--- config.mk ---
export PLATFORM = sky130hd
export DESIGN_NAME = mts_cell
export DESIGN_NICKNAME = d
export VERILOG_FILES = /design/src/sv/mts_pkg.sv /design/src/sv/mts_cell.sv
export SDC_FILE = /design/constraint.sdc
export NUM_CORES = 1
export LEC_CHECK = 0
export BUFFER_PORTS_ARGS = -buffer_cell sky130_fd_sc_hd__buf_4
export CORE_ASPECT_RATIO = 1.1
export CORE_MARGIN = 3
export CORE_UTILIZATION = 44
export CTS_BUF_LIST = sky130_fd_sc_hd__clkbuf_4 sky130_fd_sc_hd__clkbuf_8
export DETAILED_ROUTE_END_ITERATION = 16
export GPL_ROUTABILITY_DRIVEN = 0
export GPL_TIMING_DRIVEN = 0
export PLACE_DENSITY_LB_ADDON = 0.12
export SETUP_SLACK_MARGIN = 0.5
export SLEW_MARGIN = 10
export SYNTH_ARGS = -nofsm -noshare
export SYNTH_HDL_FRONTEND = slang
export SYNTH_SLANG_ARGS = --single-unit
--- constraint.sdc ---
create_clock -name clk -period 3.4 [get_ports clk]
set_input_delay 0.34 -clock clk [delete_from_list [all_inputs] [get_ports clk]]
set_output_delay 0.34 -clock clk [all_outputs]
set_load 0.01 [all_outputs]
--- src/sv/mts_pkg.sv ---
// ----------------------------------------------------------------------------
// mts_pkg: shared types and codes for the max tracking stack
// Action and status codes, and the shift control passed along the cell row.
// ----------------------------------------------------------------------------
package mts_pkg;

  localparam int unsigned DATA_W = 32;
  localparam int unsigned STATUS_W = 2;

  localparam logic ACTION_PUSH = 1'b0;
  localparam logic ACTION_POP  = 1'b1;

  typedef enum logic [STATUS_W-1:0] {
    STATUS_OK        = 2'd0,
    STATUS_UNDERFLOW = 2'd1,
    STATUS_OVERFLOW  = 2'd2
  } status_t;

  typedef struct packed {
    logic push;
    logic pop;
  } shift_ctl_t;

endpackage

--- src/sv/mts_cell.sv ---
// ----------------------------------------------------------------------------
// mts_cell: one stack slot
// Holds a value with the running maximum and its position below it. On push
// it takes the entry of the slot above, on pop the entry of the slot below.
// ----------------------------------------------------------------------------
module mts_cell
  import mts_pkg::*;
#(
  parameter int unsigned PosW = 6
) (
  input  logic                     clk,
  input  shift_ctl_t               ctl,
  input  logic signed [DATA_W-1:0] upper_value,
  input  logic signed [DATA_W-1:0] upper_max,
  input  logic        [PosW-1:0]   upper_pos,
  input  logic signed [DATA_W-1:0] lower_value,
  input  logic signed [DATA_W-1:0] lower_max,
  input  logic        [PosW-1:0]   lower_pos,
  output logic signed [DATA_W-1:0] value,
  output logic signed [DATA_W-1:0] max_value,
  output logic        [PosW-1:0]   max_pos
);

  always_ff @(posedge clk) begin
    if (ctl.push) begin
      value     <= upper_value;
      max_value <= upper_max;
      max_pos   <= upper_pos;
    end else if (ctl.pop) begin
      value     <= lower_value;
      max_value <= lower_max;
      max_pos   <= lower_pos;
    end
  end

endmodule

==> results of run 1 <==
-- critical path, delay by kind of cell --
family | cells | cell delay (ns)
AND/OR/NAND/NOR | 1 | 0.44
buffers and inverters | 3 | 0.63
-- area by class of cell --
type / count / area, um^2
Buffer: 8 / 151
Clock buffer: 9 / 124
Clock inverter: 7 / 136
Fill cell: 483 / 1890
Multi-Input combinational cell: 71 / 1060
Sequential cell: 70 / 2100
Tap cell: 85 / 106
Timing Repair Buffer: 212 / 1600
-- through the flow --
stage               setup slack (ns)  cells  util (%)  hold WS, ns  total power, mW
global route                    1.96    462      73.7        0.273             2.55
CTS                             1.99    462      73.7        0.277             2.48
global placement              0.0982    445      69.7        0.640             1.59
detailed placement              1.61    446      70.0        0.643             1.61
finish                          1.99    462      73.7        0.295             2.45
floorplan                      0.733    149         -        0.557             1.31
-- registers in the layout, indices dropped and copies added (netlist names) --
signal / flops
max_pos: 6
max_value: 32
value: 32
-- report_power, final --
part           internal, mW  total, mW  leakage (nW)  switching [mW]
Sequential             1.06       1.09         0.713          0.0268
Combinational         0.325      0.494          1.67           0.170
Clock                 0.558      0.865         0.127           0.308
-- how the worst min path moves through the flow --
stage | from | endpoint | depth (start not counted)
after CTS | upper_max[13] | max_value[13] | 2
after floorplan | upper_pos[0] | max_pos[0] | 1
after detailed placement | upper_max[6] | max_value[6] | 2
after global routing | upper_max[27] | max_value[27] | 2
after global placement | upper_value[22] | value[22] | 2
final | upper_max[20] | max_value[20] | 2
-- metal layers --
metal | GRT usage [%] | share of wire, %
met3 | 8.26 | 11
met4 | 6.74 | 2.0
met5 | 0 | 0
met2 | 33.3 | 55
met1 | 17.4 | 32
-- logic make-up after synthesis --
family                 Yosys count  synth area share (%)
flip-flops                      70                  63.6
buffers and inverters            8                  4.58
AND/OR/NAND/NOR                  1                 0.189
multiplexers                    70                  31.7
-- placed cells by master (no fill, tap or decap) --
cell	n
buf_6	1
mux2_4	69
clkinv_2	1
bufinv_16	4
edfxtp_1	70
clkbuf_8	9
or2_4	1
clkinvlp_4	1
clkinv_1	1
buf_12	8
buf_4	211
mux2_2	1
==> results.toml, run 1 <==
[setup_path]
crit_path_top_delay_cell = "or2_4"
worstPathArrival_ns = 1.43
crit_type = "primary input to flop"
required_ns = 3.43
max_stage_delay_ns = 0.44
cp-start-kind = "primary input"
end_kind = "flop"
cp-endpoint = "value[7]"
critPathMaxFanout = 37
crit_chain = "buf_6 > buf_12 > or2_4 > buf_12"
startpoint = "ctl[1]"
critPathMostFrequentCell = "buf_12"

[route]
drt-pass1-iter-count = 4
drt-initial-drc-count = 75
post-route-drc-count = 0
num_vias = 2163
vias_per_cell = 4.68
wl_mm = 7.92
ant_nets = 0
wl_per_cell_um = 17.1

[floorplan]
core_um2 = 7170
num_io_pins = 213
start_util_pct = 46.1
dieArea_um2 = 8590
rows = 32
die_x_um = 88.7
die_y_um = 96.9

[synth]
syn_avg_cell_area_um2 = 22.2
ys_async_sr_fraction_pct = 0
yosysTopAreaCell = "edfxtp_1"
yosys-top-cells-count = "70 x edfxtp_1, 69 x mux2_4, 7 x buf_12"
synth_flop_cell = "edfxtp_1"
yosys.cell_count.top_type = "edfxtp_1"
yosys-top-cells-area = "edfxtp_1 64%, mux2_4 31%, buf_12 4.2%, buf_6 0.34%, mux2_2 0.34%"
synth-seq-cells = 70
netlist_area_um2 = 3310
yosys_warnings = 0
yosysSeqAreaShare_pct = 63.6
synth_top_cell_area_share_pct = 63.6
synth_edf_count = 70
yosysUniqueCellTypes = 6
postSynthNetCount = 292
postSynthCellCount = 149

[clock_network]
cts-root-buf = "clkbuf_8"
clkTransAtPathRegs_ns = 0.08
cts.path.max_buffers = 2
cts_resized = 0
cts_made_buffers = 9
cts_tree = "yes"
clock_sinks = 70
ctsHoldBuffers = 0
cts_max_level = 3
post_cts_buffers = 0

[pwr]
p_leak_nw = 2.51
powerDensity_nw_per_um2 = 463
vdd_ir_drop_max_mv = 0.347

[timing]
relSlewSlack_pct = 67.7
period_minus_slack_ns = 1.41
hold_viol = 0
grt_setup_unrepaired = "no"
min_period_over_period_pct = 41.3
max_freq_mhz = 711
finalSetupViolations = 0
setup-tns-final_ns = 0
slew_viol_final = 0
worstMarginPinSlew_ns = 0.484

[grt]
antenna_found_initial = 0
first_global_vias = 2391
grt_pass1_wl_mm = 11.7
grt_max_degree = 38
grt_overflow = 0
track_usage_pct = 18.3

[cells_and_area]
nets = 515
area_growth_syn_to_layout_pct = 59.7
insertedDiodeCount = 0
layout-drive-gt1-share_pct = 81.2
final_area_um2 = 5280

[placed_design]
port_buffers = 211
place_area_um2 = 5020

[run_status]
status = "finished clean"

[flow_run]
max-cap-violations = 0

[min_path]
hp-class = "primary input to flop"
(Power assumes the default switching activity.)
==> run 2: changes to the inputs <==
==> constraint.sdc (replaced) <==
create_clock -name clk -period 1.34 [get_ports clk]
set_input_delay 0.134 -clock clk [delete_from_list [all_inputs] [get_ports clk]]
set_output_delay 0.134 -clock clk [all_outputs]
set_load 0.01 [all_outputs]
==> run 2 against run 1 <==
Compared with the run above: power rose to 2.5 times the previous value; via count up 4.0%; global-route usage up 1.4 points; count of clock-buffer cells in the layout unchanged; core utilization up 3.3 points; sequential share of layout area down 1.7 points; clock power up 130%; first-iteration DRC count down 9.3%; final area up 4.5%; final cell count up 0.43%; wire length up 8.6%.
==> results.toml, run 2 (synthesis gave the netlist of run 1 again) <==
[setup_path]
crit_type = "flop to output pin"
required_ns = 1.21
max_stage_delay_ns = 0.41
cp_num_buf_inv = 1
crit_chain = "buf_6"
timing.critical_path.depth = 1
crit_path_top_delay_cell = "edfxtp_1"
critPathMaxFanout = 1
end_kind = "output pin"
cp-start-kind = "flop"
startpoint = "max_value[8]"
cp-endpoint = "max_value[8]"
cpLargestDelayFamily = "flip-flops"
worstPathArrival_ns = 0.88

[route]
dr_wl_met3_um = 901
ant_nets = 0
route.met2.wl_mm = 4.85
num_vias = 2249
wl_mm = 8.60
vias_per_cell = 4.85
post-route-drc-count = 0
drt-initial-drc-count = 68
wl_met1_mm = 2.65
wl_per_cell_um = 18.5
top_layer = "met4"
drt-pass1-iter-count = 4

[timing]
period_minus_slack_ns = 1.02
relSlewSlack_pct = 80.4
hold_viol = 0
grt_setup_unrepaired = "yes"
max_freq_mhz = 981
finalSetupViolations = 0
slew_viol_final = 0
worstMarginPinSlew_ns = 0.294
layout_setup_ws_ns = 0.321
min_period_over_period_pct = 76.0

[floorplan]
rows = 32
die_x_um = 88.7
num_io_pins = 213
die_y_um = 96.9
core_um2 = 7170
start_util_pct = 46.1
dieArea_um2 = 8590

[cells_and_area]
layout-drive-gt1-share_pct = 81.5
n_fill_cell = 421
insertedDiodeCount = 0
final_cells = 464
nets = 517
layout_common_cells = "147 x buf_4, 70 x edfxtp_1, 69 x mux2_4"
layout_commonest_cell = "buf_4"
top_regs = "max_value: 32 flops, value: 32 flops, max_pos: 6 flops"
final_util_pct = 77.0
area_growth_syn_to_layout_pct = 66.9

[clock_network]
post_cts_buffers = 0
cts_tree = "yes"
clock_sinks = 70
clkTransAtPathRegs_ns = 0.08
cts-root-buf = "clkbuf_8"
cts.path.max_buffers = 2
cts_made_buffers = 9
ctsHoldBuffers = 0
cts_max_level = 3

[grt]
antenna_found_initial = 0
grt_max_degree = 19
first_global_vias = 2519
grt_pass1_wl_mm = 12.5
grt_overflow = 0
track_usage_pct = 19.7

[min_path]
hp-class = "primary input to flop"

[flow_run]
max-cap-violations = 0

[placed_design]
place_ws_ns = -0.268
dpl.hpwl_mm = 6.39
port_buffers = 211
dp_cells = 445

[run_status]
status = "finished clean"

[pwr]
vdd_ir_drop_max_mv = 0.543
powerDensity_nw_per_um2 = 1130
p_leak_nw = 2.59
## run 2: cell count changes in the layout (fill, tap and decap cells not counted), sizes merged
| cell | before | now |
|---|---|---|
| bufinv | 4 | 3 |
| or2 | 1 | 4 |
| buf | 220 | 219 |
| inv | 0 | 1 |
## run 2: worst min path at each step
stage | start | end | cells after the start
floorplan | upper_pos[0] | max_pos[0] | 1
global placement | upper_max[12] | max_value[12] | 2
detailed placement | upper_value[15] | value[15] | 2
CTS | upper_max[6] | max_value[6] | 2
global route | upper_max[6] | max_value[6] | 2
finish | lower_max[14] | max_value[14] | 2
## run 2: cell type report
cell class	instances	area (um^2)	area share (%)
Sequential cell	70	2100	38.1
Timing Repair Buffer	211	1820	33.1
Multi-Input combinational cell	74	1080	19.6
Buffer	8	160	2.90
Clock buffer	9	124	2.24
Clock inverter	7	120	2.18
Tap cell	85	106	1.93
## run 2: timing repair
item                                    CTS  global route
cloned                                    3             0
gates resized for setup                  46            21
pin swaps                                 2             0
endpoints found under the setup margin  140            70
## run 2: metrics by stage
step	hold WS [ns]	instance area, um^2	setup TNS, ns	total power [mW]
detailed placement	0.437	5010	-18.57	4.08
global route	0.0779	5520	0	6.48
finish	0.0979	5520	0	6.23
floorplan	0.351	3320	-2.19	3.33
global placement	0.435	5010	-17.25	4.04
CTS	0.0795	5440	0	6.24
## run 2: power by group
part | internal (mW) | total [mW] | switching, mW
registers | 2.69 | 2.80 | 0.107
logic | 0.953 | 1.40 | 0.445
clock network | 1.24 | 2.03 | 0.792
total | 4.89 | 6.23 | 1.34
## run 2: metal layers
| layer | global-route usage, % | vias to the layer above |
|---|---|---|
| met5 | 0 | - |
| met4 | 8.37 | 0 |
| met3 | 7.67 | 15 |
| met2 | 36.4 | 135 |
| met1 | 18.4 | 1059 |
| li1 | - | 1040 |
==> run 3: changes to the inputs <==
--- a/config.mk
+++ b/config.mk
@@ -8,7 +8,7 @@
 export BUFFER_PORTS_ARGS = -buffer_cell sky130_fd_sc_hd__buf_4
 export CORE_ASPECT_RATIO = 1.1
 export CORE_MARGIN = 3
-export CORE_UTILIZATION = 44
+export CORE_UTILIZATION = 40
 export CTS_BUF_LIST = sky130_fd_sc_hd__clkbuf_4 sky130_fd_sc_hd__clkbuf_8
 export DETAILED_ROUTE_END_ITERATION = 16
 export GPL_ROUTABILITY_DRIVEN = 0
==> constraint.sdc (replaced) <==
create_clock -name clk -period 0.9 [get_ports clk]
set_input_delay 0.09 -clock clk [delete_from_list [all_inputs] [get_ports clk]]
set_output_delay 0.09 -clock clk [all_outputs]
set_load 0.01 [all_outputs]
==> run 3 against run 2 <==
Compared with the run above: the run now ends with negative setup slack left; flip-flop and latch count is the same; combinational power is 64% higher; critical path depth unchanged; final cell count is 9.7% higher; final area grew 6.6%; power up 42%; worst setup slack worse by 0.40 ns; count of clock-buffer cells in the layout grew 1; critical path type unchanged; largest power group unchanged.
==> results.toml, run 3 (synthesis gave the netlist of run 1 again) <==
[pwr]
powerDensity_nw_per_um2 = 1500
vdd_ir_drop_max_mv = 1.12
p_leak_nw = 2.75

[route]
wl_per_cell_um = 17.3
drt-pass1-iter-count = 4
drt-initial-drc-count = 23
ant_nets = 0
vias_per_cell = 4.62
post-route-drc-count = 0
wl_mm = 8.79
num_vias = 2351

[cells_and_area]
multiInputGateArea_um2 = 1150
seq_area_um2 = 2100
area_growth_syn_to_layout_pct = 77.9
top_regs = "max_value: 32 flops, value: 32 flops, max_pos: 6 flops"
layout_commonest_cell = "buf_4"
insertedDiodeCount = 0
nets = 540
n_fill_cell = 507
final_area_um2 = 5880
layout-drive-gt1-share_pct = 82.3
final_cells = 509
final_util_pct = 74.0
layout_common_cells = "151 x buf_4, 70 x mux2_4, 70 x edfxtp_1"

[setup_path]
crit_chain = "buf_6"
max_stage_delay_ns = 0.41
required_ns = 0.81
worstPathArrival_ns = 0.89
crit_path_top_delay_cell = "edfxtp_1"
cp_num_buf_inv = 1
cpLargestDelayFamily = "flip-flops"
critPathMaxFanout = 1
crit_type = "flop to output pin"
cp-start-kind = "flop"
end_kind = "output pin"

[floorplan]
num_io_pins = 213
start_util_pct = 41.6
dieArea_um2 = 9400
die_x_um = 92.7
die_y_um = 101
rows = 34
core_um2 = 7960

[grt]
grt_pass1_wl_mm = 12.7
grt_max_degree = 12
track_usage_pct = 18.2
grt_overflow = 0
antenna_found_initial = 0
first_global_vias = 2452

[flow_run]
max-cap-violations = 0

[timing]
grt_setup_unrepaired = "yes"
setup-tns-final_ns = -2.57
relSlewSlack_pct = 89.4
worstMarginPinSlew_ns = 0.158
max_freq_mhz = 1020
finalSetupViolations = 70
hold_viol = 0
min_period_over_period_pct = 109
period_minus_slack_ns = 0.982
layout_setup_ws_ns = -0.0825
slew_viol_final = 0

[placed_design]
port_buffers = 211
place_area_um2 = 5040
place_ws_ns = -0.669
dp_cells = 468

[min_path]
min_to = "max_value[7]"
hp-start = "upper_max[7]"
hp-class = "primary input to flop"
hold_depth = 2

[clock_network]
cts_made_buffers = 9
clock_sinks = 70
cts-root-buf = "clkbuf_8"
cts.path.max_buffers = 2
cts_max_level = 3
clkTransAtPathRegs_ns = 0.08
cts_tree = "yes"

[run_status]
status = "complete, but fails checks"
failed_checks = "negative setup slack"
run 3: changes by cell type in the layout (fill, tap and decap cells not counted), moves of 2 or more:
cell / before / now
buf_4: 147 / 151
bufinv_16: 3 / 1
buf_16: 0 / 9
or2_4: 4 / 11
buf_8: 0 / 3
run 3: per-stage QoR:
stage	total power [mW]	hold slack [ns]
finish	8.82	0.0470
global route	9.19	0.0320
CTS	8.83	0.0316
detailed placement	6.05	0.393
global placement	6.02	0.390
floorplan	4.96	0.307
run 3: report_power, final:
| group | total, mW | internal [mW] | leakage, nW | switching, mW |
|---|---|---|---|---|
| Clock | 2.37 | 1.28 | 0.0930 | 1.10 |
| Sequential | 4.16 | 4.01 | 0.713 | 0.151 |
| Combinational | 2.29 | 1.58 | 1.94 | 0.716 |
| Total | 8.82 | 6.86 | 2.75 | 1.96 |
run 3: how the worst max path moves through the flow:
| stage | startpoint | end | slack [ns] | cells after the start |
|---|---|---|---|---|
| 6_report | max_value[9] | max_value[9] | -0.08 | 1 |
| 4_1_cts | max_value[26] | max_value[26] | -0.08 | 1 |
| 5_1_grt | max_value[9] | max_value[9] | -0.12 | 1 |
| 2_1_floorplan | ctl[1] | max_pos[0] | -0.43 | 3 |
| 3_5_place_dp | ctl[1] | max_value[21] | -0.67 | 3 |
| 3_3_place_gp | ctl[1] | max_value[21] | -0.65 | 3 |
run 3: layout make-up:
cell class	count	area share [%]
clock inverters	5	0.872
plain buffers	8	2.85
flip-flops and latches	70	35.7
multi-input cells	81	19.5
repair buffers	227	36.5
clock buffers	10	2.23
well taps	108	2.30
run 3: what timing repair did:
| action | in CTS | in global routing |
|---|---|---|
| endpoints found under the setup margin | 210 | 210 |
| setup buffers | 9 | 0 |
| pin swaps | 8 | 2 |
| cloned | 17 | 0 |
| hold buffers | 0 | 0 |
| gates resized for setup | 70 | 22 |
run 3: layer usage:
metal  wire length [um]  vias up  global-route usage (%)
met5                  0        -                       0
met4                242        0                    7.67
met3                990       17                    7.88
met2               4550      138                    31.4
met1               3010     1102                    19.8
li1                   -     1094                       -
